File: src/rtl/dewq_pkg.sv
// Package for the double-ended word queue: request and response payload types,
// operation codes and status codes. It depends on nothing else.
`default_nettype none

package dewq_pkg;

   // Operation codes carried in the kind field of a request.
   localparam logic [2:0] KIND_BACK_PUSH  = 3'd0;
   localparam logic [2:0] KIND_FRONT_PUSH = 3'd1;
   localparam logic [2:0] KIND_BACK_POP   = 3'd2;
   localparam logic [2:0] KIND_FRONT_POP  = 3'd3;
   localparam logic [2:0] KIND_READ_AT    = 3'd4;
   localparam logic [2:0] KIND_WRITE_AT   = 3'd5;

   // Status codes returned with every response.
   localparam logic [1:0] STATUS_OK        = 2'd0;
   localparam logic [1:0] STATUS_FULL      = 2'd1;
   localparam logic [1:0] STATUS_EMPTY     = 2'd2;
   localparam logic [1:0] STATUS_POSITION  = 2'd3;

   typedef struct packed {
      logic [2:0]  kind;
      logic [3:0]  position;
      logic [31:0] value;
   } req_type;

   typedef struct packed {
      logic [1:0]  status;
      logic [31:0] read_word;
      logic [31:0] front_word;
      logic [31:0] back_word;
      logic [4:0]  occupancy;
      logic        is_empty;
   } rsp_type;

endpackage

`default_nettype wire

File: src/rtl/double_ended_word_queue.sv
// Double-ended word queue over a ring store. Uses dewq_pkg and dewq_ram.
// A request is registered in req_ff when it is accepted, moves on into s2_ff,
// and its response is strobed from rsp_strobe_ff.
// Throughput: one request per cycle while busy is low; the single store read port sets the rate.
// Reset (synchronous) empties the queue and raises busy for one cycle after it.
`default_nettype none

module double_ended_word_queue #(
   parameter int DEPTH     = 16,
   parameter int WORD_BITS = 32
) (
   input  wire logic             clock,
   input  wire logic             reset,
   input  wire logic             start,
   output logic                  busy,
   input  wire dewq_pkg::req_type req_data,
   output logic                  rsp_strobe,
   output dewq_pkg::rsp_type     rsp_data
);

   // Only the low 32 bits of a word can ever be written, so the store keeps
   // no more than that.
   localparam int KEEP_BITS = (WORD_BITS < 32) ? WORD_BITS : 32;
   localparam int IDX_BITS  = $clog2(DEPTH);
   localparam int CNT_BITS  = $clog2(DEPTH + 1);
   localparam int SUM_BITS  = ((CNT_BITS > 4) ? CNT_BITS : 4) + 1;

   // Sources for the front and back word registers in the second stage.
   localparam logic [1:0] SEL_KEEP  = 2'd0;
   localparam logic [1:0] SEL_VALUE = 2'd1;
   localparam logic [1:0] SEL_READ  = 2'd2;
   localparam logic [1:0] SEL_CLEAR = 2'd3;

   typedef struct packed {
      logic        valid;
      logic [1:0]  status;
      logic [1:0]  front_sel;
      logic [1:0]  back_sel;
      logic        read_sel;
      logic [31:0] value;
   } stage_type;

   // Sums of a slot and an offset stay below twice the depth, so one
   // conditional subtract brings them back into the ring.
   function automatic logic [IDX_BITS-1:0] wrap(input logic [SUM_BITS-1:0] s);
      if (s >= SUM_BITS'(DEPTH)) begin
         return IDX_BITS'(s - SUM_BITS'(DEPTH));
      end
      return IDX_BITS'(s);
   endfunction

   // Handshake and first stage: the request is registered as it is accepted.
   logic              busy_ff;
   logic              s1_valid_ff;
   dewq_pkg::req_type req_ff;
   logic              accept;

   assign busy   = busy_ff;
   assign accept = start && !busy_ff;

   always_ff @(posedge clock) begin
      if (reset) begin
         busy_ff     <= 1'b1;
         s1_valid_ff <= 1'b0;
      end else begin
         busy_ff     <= 1'b0;
         s1_valid_ff <= accept;
      end
   end

   always_ff @(posedge clock) begin
      if (accept) begin
         req_ff <= req_data;
      end
   end

   // Queue state: slot of the front word and number of words held.
   logic [IDX_BITS-1:0] head_ff, head_in;
   logic [CNT_BITS-1:0] count_ff, count_in;

   logic [SUM_BITS-1:0] head_ext, cnt_ext, pos_ext;
   logic                is_full, is_empty_now, pos_ok, pos_last;
   logic [IDX_BITS-1:0] head_dec;
   logic [31:0]         value_masked;

   logic                wr_en, rd_en;
   logic [IDX_BITS-1:0] wr_addr, rd_addr;
   logic [KEEP_BITS-1:0] rd_data;
   stage_type           s2_ff, s2_in;

   assign head_ext     = SUM_BITS'(head_ff);
   assign cnt_ext      = SUM_BITS'(count_ff);
   assign pos_ext      = SUM_BITS'(req_ff.position);
   assign is_full      = (count_ff == CNT_BITS'(DEPTH));
   assign is_empty_now = (count_ff == '0);
   assign pos_ok       = (pos_ext < cnt_ext);
   assign pos_last     = (pos_ext == cnt_ext - SUM_BITS'(1));
   assign head_dec     = (head_ff == '0) ? IDX_BITS'(DEPTH - 1) : head_ff - IDX_BITS'(1);
   assign value_masked = 32'(req_ff.value[KEEP_BITS-1:0]);

   // First stage decode. Every request touches at most one slot for writing
   // and one for reading, and the new front or back word comes either from the
   // request itself or from that single read, or it is cleared or kept.
   always_comb begin
      head_in         = head_ff;
      count_in        = count_ff;
      wr_en           = 1'b0;
      wr_addr         = wrap(head_ext + pos_ext);
      rd_en           = 1'b0;
      rd_addr         = wrap(head_ext + pos_ext);
      s2_in.valid     = s1_valid_ff;
      s2_in.status    = dewq_pkg::STATUS_OK;
      s2_in.front_sel = SEL_KEEP;
      s2_in.back_sel  = SEL_KEEP;
      s2_in.read_sel  = 1'b0;
      s2_in.value     = value_masked;

      case (req_ff.kind)
         dewq_pkg::KIND_BACK_PUSH: begin
            if (is_full) begin
               s2_in.status = dewq_pkg::STATUS_FULL;
            end else begin
               wr_en           = s1_valid_ff;
               wr_addr         = wrap(head_ext + cnt_ext);
               count_in        = count_ff + CNT_BITS'(1);
               s2_in.back_sel  = SEL_VALUE;
               s2_in.front_sel = is_empty_now ? SEL_VALUE : SEL_KEEP;
            end
         end
         dewq_pkg::KIND_FRONT_PUSH: begin
            if (is_full) begin
               s2_in.status = dewq_pkg::STATUS_FULL;
            end else begin
               wr_en           = s1_valid_ff;
               wr_addr         = head_dec;
               head_in         = head_dec;
               count_in        = count_ff + CNT_BITS'(1);
               s2_in.front_sel = SEL_VALUE;
               s2_in.back_sel  = is_empty_now ? SEL_VALUE : SEL_KEEP;
            end
         end
         dewq_pkg::KIND_BACK_POP: begin
            if (is_empty_now) begin
               s2_in.status = dewq_pkg::STATUS_EMPTY;
            end else begin
               count_in = count_ff - CNT_BITS'(1);
               if (count_ff == CNT_BITS'(1)) begin
                  s2_in.front_sel = SEL_CLEAR;
                  s2_in.back_sel  = SEL_CLEAR;
               end else begin
                  // The word just in front of the old back becomes the back.
                  rd_en          = s1_valid_ff;
                  rd_addr        = wrap(head_ext + cnt_ext - SUM_BITS'(2));
                  s2_in.back_sel = SEL_READ;
               end
            end
         end
         dewq_pkg::KIND_FRONT_POP: begin
            if (is_empty_now) begin
               s2_in.status = dewq_pkg::STATUS_EMPTY;
            end else begin
               head_in  = wrap(head_ext + SUM_BITS'(1));
               count_in = count_ff - CNT_BITS'(1);
               if (count_ff == CNT_BITS'(1)) begin
                  s2_in.front_sel = SEL_CLEAR;
                  s2_in.back_sel  = SEL_CLEAR;
               end else begin
                  rd_en           = s1_valid_ff;
                  rd_addr         = wrap(head_ext + SUM_BITS'(1));
                  s2_in.front_sel = SEL_READ;
               end
            end
         end
         dewq_pkg::KIND_READ_AT: begin
            if (!pos_ok) begin
               s2_in.status = dewq_pkg::STATUS_POSITION;
            end else begin
               rd_en          = s1_valid_ff;
               s2_in.read_sel = 1'b1;
            end
         end
         dewq_pkg::KIND_WRITE_AT: begin
            if (!pos_ok) begin
               s2_in.status = dewq_pkg::STATUS_POSITION;
            end else begin
               // Overwriting an end word must refresh the held copy of it.
               wr_en           = s1_valid_ff;
               s2_in.front_sel = (pos_ext == '0) ? SEL_VALUE : SEL_KEEP;
               s2_in.back_sel  = pos_last ? SEL_VALUE : SEL_KEEP;
            end
         end
         default: begin
            // Unknown kinds do nothing and report ok.
         end
      endcase

      if (!s1_valid_ff) begin
         head_in  = head_ff;
         count_in = count_ff;
      end
   end

   always_ff @(posedge clock) begin
      if (reset) begin
         head_ff     <= '0;
         count_ff    <= '0;
         s2_ff.valid <= 1'b0;
      end else begin
         head_ff     <= head_in;
         count_ff    <= count_in;
         s2_ff.valid <= s2_in.valid;
      end
      s2_ff.status    <= s2_in.status;
      s2_ff.front_sel <= s2_in.front_sel;
      s2_ff.back_sel  <= s2_in.back_sel;
      s2_ff.read_sel  <= s2_in.read_sel;
      s2_ff.value     <= s2_in.value;
   end

   dewq_ram #(
      .DEPTH (DEPTH),
      .WIDTH (KEEP_BITS)
   ) u_ram (
      .clock   (clock),
      .wr_en   (wr_en),
      .wr_addr (wr_addr),
      .wr_data (req_ff.value[KEEP_BITS-1:0]),
      .rd_en   (rd_en),
      .rd_addr (rd_addr),
      .rd_data (rd_data)
   );

   // Second stage: the front and back word registers take their new values
   // and the response is formed. While a request sits here, count_ff already
   // holds the count after that request.
   logic [31:0]       front_word_ff, front_word_in;
   logic [31:0]       back_word_ff, back_word_in;
   logic [31:0]       read_ext;
   logic              rsp_strobe_ff;
   dewq_pkg::rsp_type rsp_ff, rsp_in;

   assign read_ext = 32'(rd_data);

   always_comb begin
      front_word_in = front_word_ff;
      back_word_in  = back_word_ff;
      if (s2_ff.valid) begin
         case (s2_ff.front_sel)
            SEL_VALUE: front_word_in = s2_ff.value;
            SEL_READ:  front_word_in = read_ext;
            SEL_CLEAR: front_word_in = '0;
            default:   front_word_in = front_word_ff;
         endcase
         case (s2_ff.back_sel)
            SEL_VALUE: back_word_in = s2_ff.value;
            SEL_READ:  back_word_in = read_ext;
            SEL_CLEAR: back_word_in = '0;
            default:   back_word_in = back_word_ff;
         endcase
      end
      rsp_in.status     = s2_ff.status;
      rsp_in.read_word  = s2_ff.read_sel ? read_ext : '0;
      rsp_in.front_word = front_word_in;
      rsp_in.back_word  = back_word_in;
      rsp_in.occupancy  = 5'(count_ff);
      rsp_in.is_empty   = (count_ff == '0);
   end

   // The held end words are cleared at reset because the queue is then empty
   // and they are reported as zero.
   always_ff @(posedge clock) begin
      if (reset) begin
         front_word_ff <= '0;
         back_word_ff  <= '0;
         rsp_strobe_ff <= 1'b0;
      end else begin
         front_word_ff <= front_word_in;
         back_word_ff  <= back_word_in;
         rsp_strobe_ff <= s2_ff.valid;
      end
   end

   always_ff @(posedge clock) begin
      if (s2_ff.valid) begin
         rsp_ff <= rsp_in;
      end
   end

   assign rsp_strobe = rsp_strobe_ff;
   assign rsp_data   = rsp_ff;

endmodule

`default_nettype wire

File: src/rtl/dewq_ram.sv
// Ring store of the double-ended word queue: one write port and one read port
// with registered read data. It has no package dependency.
`default_nettype none

module dewq_ram #(
   parameter int DEPTH = 16,
   parameter int WIDTH = 32
) (
   input  wire logic                     clock,
   input  wire logic                     wr_en,
   input  wire logic [$clog2(DEPTH)-1:0] wr_addr,
   input  wire logic [WIDTH-1:0]         wr_data,
   input  wire logic                     rd_en,
   input  wire logic [$clog2(DEPTH)-1:0] rd_addr,
   output logic      [WIDTH-1:0]         rd_data
);

   logic [WIDTH-1:0] mem_ff [DEPTH];
   logic [WIDTH-1:0] rd_data_ff;

   always_ff @(posedge clock) begin
      if (wr_en) begin
         mem_ff[wr_addr] <= wr_data;
      end
   end

   // Read and write of one edge never target a slot that this read needs.
   always_ff @(posedge clock) begin
      if (rd_en) begin
         rd_data_ff <= mem_ff[rd_addr];
      end
   end

   assign rd_data = rd_data_ff;

endmodule

`default_nettype wire

File: config.mk
export PLATFORM = sky130hd
export DESIGN_NAME = double_ended_word_queue
export DESIGN_NICKNAME = d
export VERILOG_FILES = /design/src/rtl/dewq_pkg.sv /design/src/rtl/double_ended_word_queue.sv /design/src/rtl/dewq_ram.sv
export SDC_FILE = /design/constraint.sdc
export NUM_CORES = 1
export LEC_CHECK = 0
export ABC_AREA = 1
export ABC_CLOCK_PERIOD_IN_PS = 5110
export BUFFER_PORTS_ARGS = -buffer_cell sky130_fd_sc_hd__buf_2
export CAP_MARGIN = 20
export CORE_MARGIN = 2
export CORE_UTILIZATION = 60
export DETAILED_ROUTE_END_ITERATION = 7
export HOLD_SLACK_MARGIN = 0.1
export PLACE_DENSITY = 0.77
export SLEW_MARGIN = 10
export SYNTH_ARGS = -nofsm -noshare
export SYNTH_HDL_FRONTEND = slang
export SYNTH_HIERARCHICAL = 1
export SYNTH_SLANG_ARGS = --single-unit
File: constraint.sdc
create_clock -name clock -period 5.11 [get_ports clock]
set_input_delay 0.2555 -clock clock [delete_from_list [all_inputs] [get_ports clock]]
set_output_delay 0.2555 -clock clock [all_outputs]
set_load 0.005 [all_outputs]
After elaboration in Yosys (flattened, before gate mapping)
Memories as Yosys holds them, arrays and structs flattened. A register that Yosys moved wholly into a read port is not among the register bits.
Index checks and enable logic that the tools add are counted.
- logic and storage cells: 138
- input bits: 42
- register bits: 259
- RAM bits: 512
- memories: 1
- equal/unequal tests: 18
- reductions and logical operators: 13
- order comparisons: 5
- mux-type cells: 67
- add/sub/neg operators: 12
- memories (memory ; depth ; bits a word ; read ports ; clocked after Yosys merged registers in ; write ports ; line ; RTL):
    u_ram.mem_ff ; 16 ; 32 ; 1 ; 1 ; 1 ; dewq_ram.sv:18 ; logic [WIDTH-1:0] mem_ff [DEPTH];
- operator list (operator ; number):
    $pmux W32 S3 ; 2
    $mux W4 ; 20
    $mux W32 ; 2
    $mux W1 ; 27
    $pmux W4 S2 ; 3
    $pmux W4 S5 ; 1
    $sub A4 B1 Y4 const B ; 5
    $ge A6 B5 Y1 const B ; 2
    $ge A5 B5 Y1 const B ; 2
    $mux W5 ; 2
    $pmux W5 S2 ; 1
    $mux W3 ; 3
    $eq A2 B2 Y1 const B ; 4
    $ne A2 B2 Y1 const B ; 4
    $reduce_and A4 Y1 ; 2
    $add A4 B5 Y6 ; 1
    $eq A3 B2 Y1 const B ; 2
    $eq A3 B3 Y1 const B ; 2
    $eq A4 B6 Y1 ; 1
    $logic_not A6 Y1 ; 1
    $mux W2 ; 3
    $pmux W2 S3 ; 1
    $reduce_or A2 Y1 ; 3
    $sub A5 B1 Y6 const B ; 1
    other kinds (17) ; 20

Longest topological paths before layout
Gate-level depths: netlist of the first run.
- word-level depth: 11
- mapped depth: 18
- mapped depth without buffers: 15

By module
Netlist of the first run, hierarchy kept.
- modules (own cells, without submodules) (module ; cells each ; area each (µm²) ; instances ; sequential area each (µm²)):
    dewq_ram ; 2120 ; 23050.9 ; 1 ; 16335.7
    double_ended_word_queue ; 1057 ; 10403.7 ; 1 ; 6616.3

Worst setup path before layout of the first run
No wires, ideal clock.
- kind: reg-to-reg
- start point: reg s2_ff[39] (netlist bit)
- end point: reg rsp_ff, in the netlist rsp_data[40] (data pin)
- data arrival time: 3.568 ns
- cell stages (with the launch flop): 5
- slack: 1.261 ns
- setup time: 0.281 ns
- clock period less this slack: 3.849 ns
- cell sequence: dfxtp_1 inv_1 a21oi_1 buf_2 o22ai_1
- word-level cells in the longest chain between the ends: 1
- RTL lines (item ; line ; RTL):
    from (decl) ; double_ended_word_queue.sv:89 ; stage_type s2_ff, s2_in;
    $mux W32 ; double_ended_word_queue.sv:247 ; if (s2_ff.valid) begin
    via front_word_in[2] ; double_ended_word_queue.sv:236 ; logic [31:0] front_word_ff, front_word_in;
    to (signal assigned) ; double_ended_word_queue.sv:285 ; rsp_ff <= rsp_in;
    to (decl) ; double_ended_word_queue.sv:240 ; dewq_pkg::rsp_type rsp_ff, rsp_in;
The timed path passes the listed nets, and every way through them passes these cells.
A chain may end at the register's enable or synchronous reset.

Final worst setup path of the first run
- start point: reg count_ff[2]
- end point: mem u_ram.mem_ff[9][24] (enable)
- elaborated cells between the ends (all ways): 18
- RTL lines (item ; line ; RTL):
    from (decl) ; double_ended_word_queue.sv:79 ; logic [CNT_BITS-1:0] count_ff, count_in;
    from (signal assigned) ; double_ended_word_queue.sv:210 ; count_ff <= count_in;
    $lt A4 B5 Y1 or $eq A5 B5 Y1 (tied branches) ; double_ended_word_queue.sv:96, double_ended_word_queue.sv:94 ;
    $mux W1, on equally long branches ; double_ended_word_queue.sv:183, double_ended_word_queue.sv:120, double_ended_word_queue.sv:131 ;
    $pmux W1 S2 * ; double_ended_word_queue.sv:118 ; case (req_ff.kind)
    via wr_en ; double_ended_word_queue.sv:86 ; logic wr_en, rd_en;
    $mux W1 * ; dewq_ram.sv:22 ; if (wr_en) begin
    $mux W1 (implied by the code) * ; dewq_ram.sv:23 ; mem_ff[wr_addr] <= wr_data;
    to (decl) ; dewq_ram.sv:18 ;
The timed path passes the listed nets; every way through them passes the cells marked *. The select of a mux whose other input is x is not followed.

==> flow_summary.ini, run 1 <==
[run_status]
outcome = completed

[grt]
busiest_layer = met2
gr-usage-met3_pct = 4.48
grt_antenna_before_repair = 0
grt_usage_pct = 28.1
grt_pass1_wl_mm = 123
grt_max_degree = 257
use_met2_pct = 43.9
grt-ovfl-total = 0
met1_usage_pct = 39.9
grt_pass1_vias = 22300

[clock_tree]
cts.clk_slew.worst_paths_ns = 0.06
cts_resized = 0
cts_root_buf = clkbuf_16
cts_buffer_depth = 3
cts.sink_count = 803
numCtsBuffers = 79
clock_latency_ns = 0.63
htreeDepth = 3
cts_tree = built

[synthesis]
ys_seq_area_share_pct = 68.6
synth_top_area_share_pct = 61.7
synth_common_cells = nand2_1 (770), inv_1 (709), edfxtp_1 (687), nand3_1 (406), o22ai_1 (131)
ys_ff_latch = 803
synthCells = 3177
avgSynthCellArea_sq_um = 10.5
synth_most_common_cell = nand2_1
yosys.cell_types.count = 38
synth_area_leader_cell = edfxtp_1
syn_area_sq_um = 33500
yosys_warnings = 6
synthTopCellsByArea = edfxtp_1 (62%), nand2_1 (8.6%), inv_1 (8.0%), dfxtp_1 (6.9%), nand3_1 (6.1%)
synthArstFlopShare_pct = 0
syn-num-nets = 3238
ys.flop_type = edfxtp_1
synth_edf_count = 687

[critical_path]
reg2reg_slack_ns = 1.13
worstPathArrival_ns = 4.29
cp-end-kind = flip-flop
cp.required_ns = 5.41
critPathMaxFanout = 20
crit_type = flip-flop to flip-flop
r2r_start = count_ff[2]$_SDFFE_PP0P_
startpoint = count_ff[2]$_SDFFE_PP0P_
r2r_end = u_ram/mem_ff[9][24]$_DFFE_PP_
critPathLaunchType = flip-flop
crit_chain = inv_1, ha_1, a21o_1, a22oi_1, nand2_1, o21ai_0, nand3b_1, nor2_4, buf_4
endpoint = u_ram/mem_ff[9][24]$_DFFE_PP_
critPathSlowestCell = nor2_4
slowest_delay_ns = 0.80
rr_worst_depth = 9

[place]
dpl-instance-area_sq_um = 34800
port-buffer-count = 147
post-place-ws_ns = 1.34
dp.cells = 3959
dp_hpwl_mm = 47.8
gp_congestion = 0.870

[floorplan]
die_h_um = 240
start_util_pct = 60.7
pin_count = 148
fp.dieW_um = 240
row_count = 86
coreArea_sq_um = 55100
fp.dieArea_sq_um = 57700

[final_layout]
area_growth_pct = 13.3
ff_latch_area_sq_um = 23000
finish.utilization_pct = 68.8
multi_input_area_sq_um = 7090
fin_nets = 3401
fin_cells = 4156
final_cell_area_sq_um = 37900
drive_above_1_share_pct = 10.3
n_fill_cell = 3830

[timing]
fin_setup_tns_ns = 0
slew-limit-headroom_pct = 18.7
fmax_ghz = 0.251
worst_slack_ns = 1.13
fin_crit_sh_pct = 77.9
final_hold_viol_count = 0
timing.hold.ws_ns = 0.260
worst_slew_pin_slew_ns = 1.22
rsz0062_at_grt = false
finalMaxSlewViolations = 0
fin_skew_ns = 0.0272
setup_viol = 0
period_needed_ns = 3.98

[power_and_ir_drop]
power.density_nw_per_um2 = 362
ir_worst_vdd_mv = 0.309
total_power_mw = 13.7
power_leakage_nw = 15.8

[routing]
drc = 0
drtPass1Iterations = 6
routed_wl_mm = 80.6
vias = 23000
antenna_left = 0
via_per_inst = 5.54
wl_per_cell_um = 19.4
drt_iter0_drc = 2989

[hold_path]
worstHoldPathType = input port to flip-flop

[flow_run]
drv_cap = 0
-- power by group --
part	internal [mW]	total [mW]	switching, mW
Sequential	7.15	7.23	0.0836
Clock	3.24	5.68	2.44
Combinational	0.251	0.797	0.546
Total	10.6	13.7	3.07
-- sequential cells by signal (all words and copies together) (netlist names) --
signal / flops
back_word_ff: 32
busy: 1
count_ff: 5
front_word_ff: 32
head_ff: 4
pos_ext: 4
req_ff: 3
rsp_data: 104
rsp_in: 2
rsp_strobe: 1
s1_valid_ff: 1
s2_ff: 38
u_ram/mem_ff: 512
u_ram/rd_data: 32
value_masked: 32
-- cell families after synthesis --
logic type      after synthesis  share of synthesized area (%)
simple gates               1306                           16.5
buf+inv                     865                           10.7
flops                       803                           68.6
compound gates              174                           3.18
fa+ha+maj                    19                          0.755
xor+xnor                     10                          0.262
-- placed cells by master, fill, tap and decap left out, types with 3 or more instances in the layout --
master / n
clkbuf_16: 80
buf_16: 3
buf_8: 5
clkinvlp_4: 4
buf_12: 11
inv_2: 11
nand3b_1: 4
bufinv_16: 6
inv_1: 707
buf_4: 20
a21oi_1: 12
dlygate4sd3_1: 40
o22ai_1: 131
nor2_4: 19
buf_2: 147
edfxtp_1: 687
nor3_1: 6
o221ai_1: 3
clkinv_1: 9
xor2_1: 5
o21ai_0: 11
ha_1: 17
inv_6: 6
nand2_1: 770
nand3_1: 406
clkbuf_1: 26
xnor2_1: 5
o21ai_1: 6
nor2_1: 85
dfxtp_1: 115
clkinv_2: 15
nand2_2: 5
-- layout make-up --
type	count	share of cell area [%]
Inverter	721	7.17
Timing Repair Buffer	226	4.39
Tap cell	748	2.47
Antenna cell	2	0.0132
Sequential cell	803	60.6
Clock buffer	107	5.58
Multi-Input combinational cell	1509	18.7
Clock inverter	40	1.08
-- what timing repair did --
item,CTS,global route
hold buffers,40,0
hold endpoints to repair,40,0
buffers inserted,0,0
-- how the worst min path moves through the flow --
stage                 start  cells after the start                          to  slack [ns]
2_1_floorplan         reset                      0                busy$_DFF_P_        0.28
3_3_place_gp   req_data[10]                      1  value_masked[10]$_DFFE_PP_        0.43
5_1_grt               reset                      2                busy$_DFF_P_        0.28
6_report              reset                      2                busy$_DFF_P_        0.26
3_5_place_dp   req_data[28]                      1  value_masked[28]$_DFFE_PP_        0.43
4_1_cts               reset                      2                busy$_DFF_P_        0.23
-- per-layer routing --
metal,vias up,wire length (um)
li1,10600,-
met1,10900,33300
met2,1384,37300
met3,180,7650
met4,0,2420
met5,-,0
-- worst max-delay path: cells and delay by family, from the launching register on --
| family | cells | cell delay (ns) |
|---|---|---|
| and+or+nand+nor | 3 | 1.40 |
| AOI/OAI and AO/OA | 3 | 0.87 |
| buffers and inverters | 2 | 0.55 |
| DFF | 1 | 0.50 |
| adders and majority gates | 1 | 0.34 |
Power figures use the tool's default switching activity.
==> inputs of run 2 (changes only) <==
--- a/config.mk
+++ b/config.mk
@@ -6,14 +6,14 @@
 export NUM_CORES = 1
 export LEC_CHECK = 0
 export ABC_AREA = 1
-export ABC_CLOCK_PERIOD_IN_PS = 5110
+export ABC_CLOCK_PERIOD_IN_PS = 3400
 export BUFFER_PORTS_ARGS = -buffer_cell sky130_fd_sc_hd__buf_2
 export CAP_MARGIN = 20
 export CORE_MARGIN = 2
-export CORE_UTILIZATION = 60
+export CORE_UTILIZATION = 55
 export DETAILED_ROUTE_END_ITERATION = 7
 export HOLD_SLACK_MARGIN = 0.1
-export PLACE_DENSITY = 0.77
+export PLACE_DENSITY = 0.74
 export SLEW_MARGIN = 10
 export SYNTH_ARGS = -nofsm -noshare
 export SYNTH_HDL_FRONTEND = slang
==> constraint.sdc (replaced) <==
create_clock -name clock -period 3.4 [get_ports clock]
set_input_delay 0.17 -clock clock [delete_from_list [all_inputs] [get_ports clock]]
set_output_delay 0.17 -clock clock [all_outputs]
set_load 0.005 [all_outputs]
==> run 2 against run 1 <==
  * Hold slack got worse by 0.086 ns
  * Non-clock buffer count rose by 45
  * Sequential power rose by 51%
  * Cell count rose by 1.8%
  * Global-route usage fell by 2.7 points
  * Critical path depth rose by 6
  * Clock-buffer cell count rose by 2
  * Worst setup slack got worse by 0.79 ns
  * Die area rose by 8.9%
  * Core utilization fell by 4.8 points
  * Critical path type unchanged
  * Largest power group unchanged
==> flow_summary.ini, run 2 (synthesis results as in run 1) <==
[timing]
period_needed_ns = 3.06
fmax_ghz = 0.327
final_hold_viol_count = 0
finalMaxSlewViolations = 0
fin_skew_ns = 0.0292
worst_slew_pin_slew_ns = 0.975
worst_slack_ns = 0.343
slew-limit-headroom_pct = 35.0
timing.hold.ws_ns = 0.173
rsz0062_at_grt = false
setup_viol = 0
fin_crit_sh_pct = 89.9

[place]
post-place-ws_ns = 0.371
dp.cells = 4046
gp_congestion = 0.884
dp_hpwl_mm = 47.5
port-buffer-count = 147

[floorplan]
row_count = 90
fp.dieArea_sq_um = 62800
fp.dieW_um = 251
die_h_um = 251
pin_count = 148
start_util_pct = 55.5
coreArea_sq_um = 60200

[clock_tree]
cts_buffer_depth = 3
clock_latency_ns = 0.63
htreeDepth = 3
cts.clk_slew.worst_paths_ns = 0.07
cts_tree = built
cts.sink_count = 803
cts_resized = 0
numCtsBuffers = 79
cts_root_buf = clkbuf_16

[grt]
grt_usage_pct = 25.3
grt-ovfl-total = 0
grt_pass1_vias = 22000
grt_antenna_before_repair = 2
grt_pass1_wl_mm = 123
grt_max_degree = 73

[routing]
vias = 22600
routed_wl_mm = 79.1
wl_per_cell_um = 18.7
drt_iter0_drc = 2666
drtPass1Iterations = 6
via_per_inst = 5.34
drc = 0
antenna_left = 0

[final_layout]
finish.utilization_pct = 64.0
drive_above_1_share_pct = 11.5
largest_reg_flops = 512
final_cell_mix = nand2_1 (770), inv_1 (707), edfxtp_1 (687)
layout_commonest_cell = nand2_1
largest-register = u_ram/mem_ff
area_growth_pct = 15.3
fin_nets = 3446
fin_cells = 4231

[critical_path]
critPathLaunchType = flip-flop
worst-path-buf-inv = 4
slowest_delay_ns = 0.48
worstPathArrival_ns = 3.43
crit_chain = inv_1, ha_1, nand2_2, nor2_4, nor2_2, nand2_1, inv_1, o21ai_4, inv_6, buf_12, nand2_1, nand3_1, nand3_1, nand3_1, nand2_1
critPathSlowestCell = dfxtp_1
cp.required_ns = 3.77
cp-end-kind = flip-flop
crit_type = flip-flop to flip-flop
critPathMaxFanout = 64
cp_top_family = simple AND/OR/NAND/NOR gates

[hold_path]
worstHoldPathType = input port to flip-flop

[flow_run]
drv_cap = 0

[power_and_ir_drop]
power_leakage_nw = 16.1
total_power_mw = 20.7
ir_worst_vdd_mv = 0.381
power.density_nw_per_um2 = 538

[run_status]
outcome = completed
run 2: changes by cell type in the layout (fill, tap and decap cells not counted), moves of 2 or more:
cell	before	now
buf_8	5	0
clkinv_8	0	3
bufinv_16	6	4
buf_4	20	46
buf_16	3	0
inv_6	6	4
clkbuf_8	1	5
buf_12	11	38
clkinv_1	9	11
clkinv_2	15	8
clkbuf_16	80	83
clkbuf_1	26	21
run 2: final cells by class:
class,instances,area (sq um)
clock buffers,109,2220
fillers,4403,21700
diodes,1,2.50
well taps,782,978
flip-flops and latches,803,23000
repair buffers,271,2240
multi-input cells,1509,7090
inverters,721,2720
clock inverters,35,344
run 2: repair_timing:
action                                 in CTS  in global routing
hold buffers                               40                  0
endpoints found under the hold margin      40                  0
buffers inserted                            0                  0
run 2: power by group:
group / internal [mW] / switching [mW]
logic: 0.431 / 0.843
clock network: 4.92 / 3.67
registers: 10.7 / 0.125
run 2: path summary, 6_finish.rpt:
| check | from | to | slack (ns) | cells after the start |
|---|---|---|---|---|
| setup / recovery | count_ff[0]$_SDFFE_PP0P_ | u_ram/rd_data[31]$_DFFE_PP_ | 0.34 | 15 |
| hold reg to reg | rsp_in[102]$_DFF_P_ | rsp_data[102]$_DFFE_PP_ | 0.42 | 0 |
| setup reg to reg | count_ff[0]$_SDFFE_PP0P_ | u_ram/rd_data[31]$_DFFE_PP_ | 0.34 | 15 |
| hold / removal | reset | busy$_DFF_P_ | 0.17 | 1 |
run 2: worst reg2reg max path, cell delays in order (launching register included):
cell and delay [ns]:
dfxtp_1 0.48, inv_1 0.14, ha_1 0.28, nand2_2 0.14, nor2_4 0.05, nor2_2 0.24
nand2_1 0.11, inv_1 0.17, o21ai_4 0.13, inv_6 0.23, buf_12 0.33, nand2_1 0.13
nand3_1 0.10, nand3_1 0.15, nand3_1 0.11, nand2_1 0.05
run 2: per-layer routing:
| layer | up-vias | GRT usage, % | share of wire (%) |
|---|---|---|---|
| met5 | - | 0 | 0 |
| met4 | 0 | 8.47 | 2.5 |
| met1 | 10700 | 34.7 | 42 |
| li1 | 10700 | - | - |
| met3 | 146 | 5.12 | 9.1 |
| met2 | 1055 | 40.7 | 47 |
run 2: through the flow:
step,cell area [sq um],TNS (ns)
detailed placement,35600,0
global placement,35600,0
floorplan,33500,-37.18
global route,38600,0
CTS,38600,0
finish,38600,0
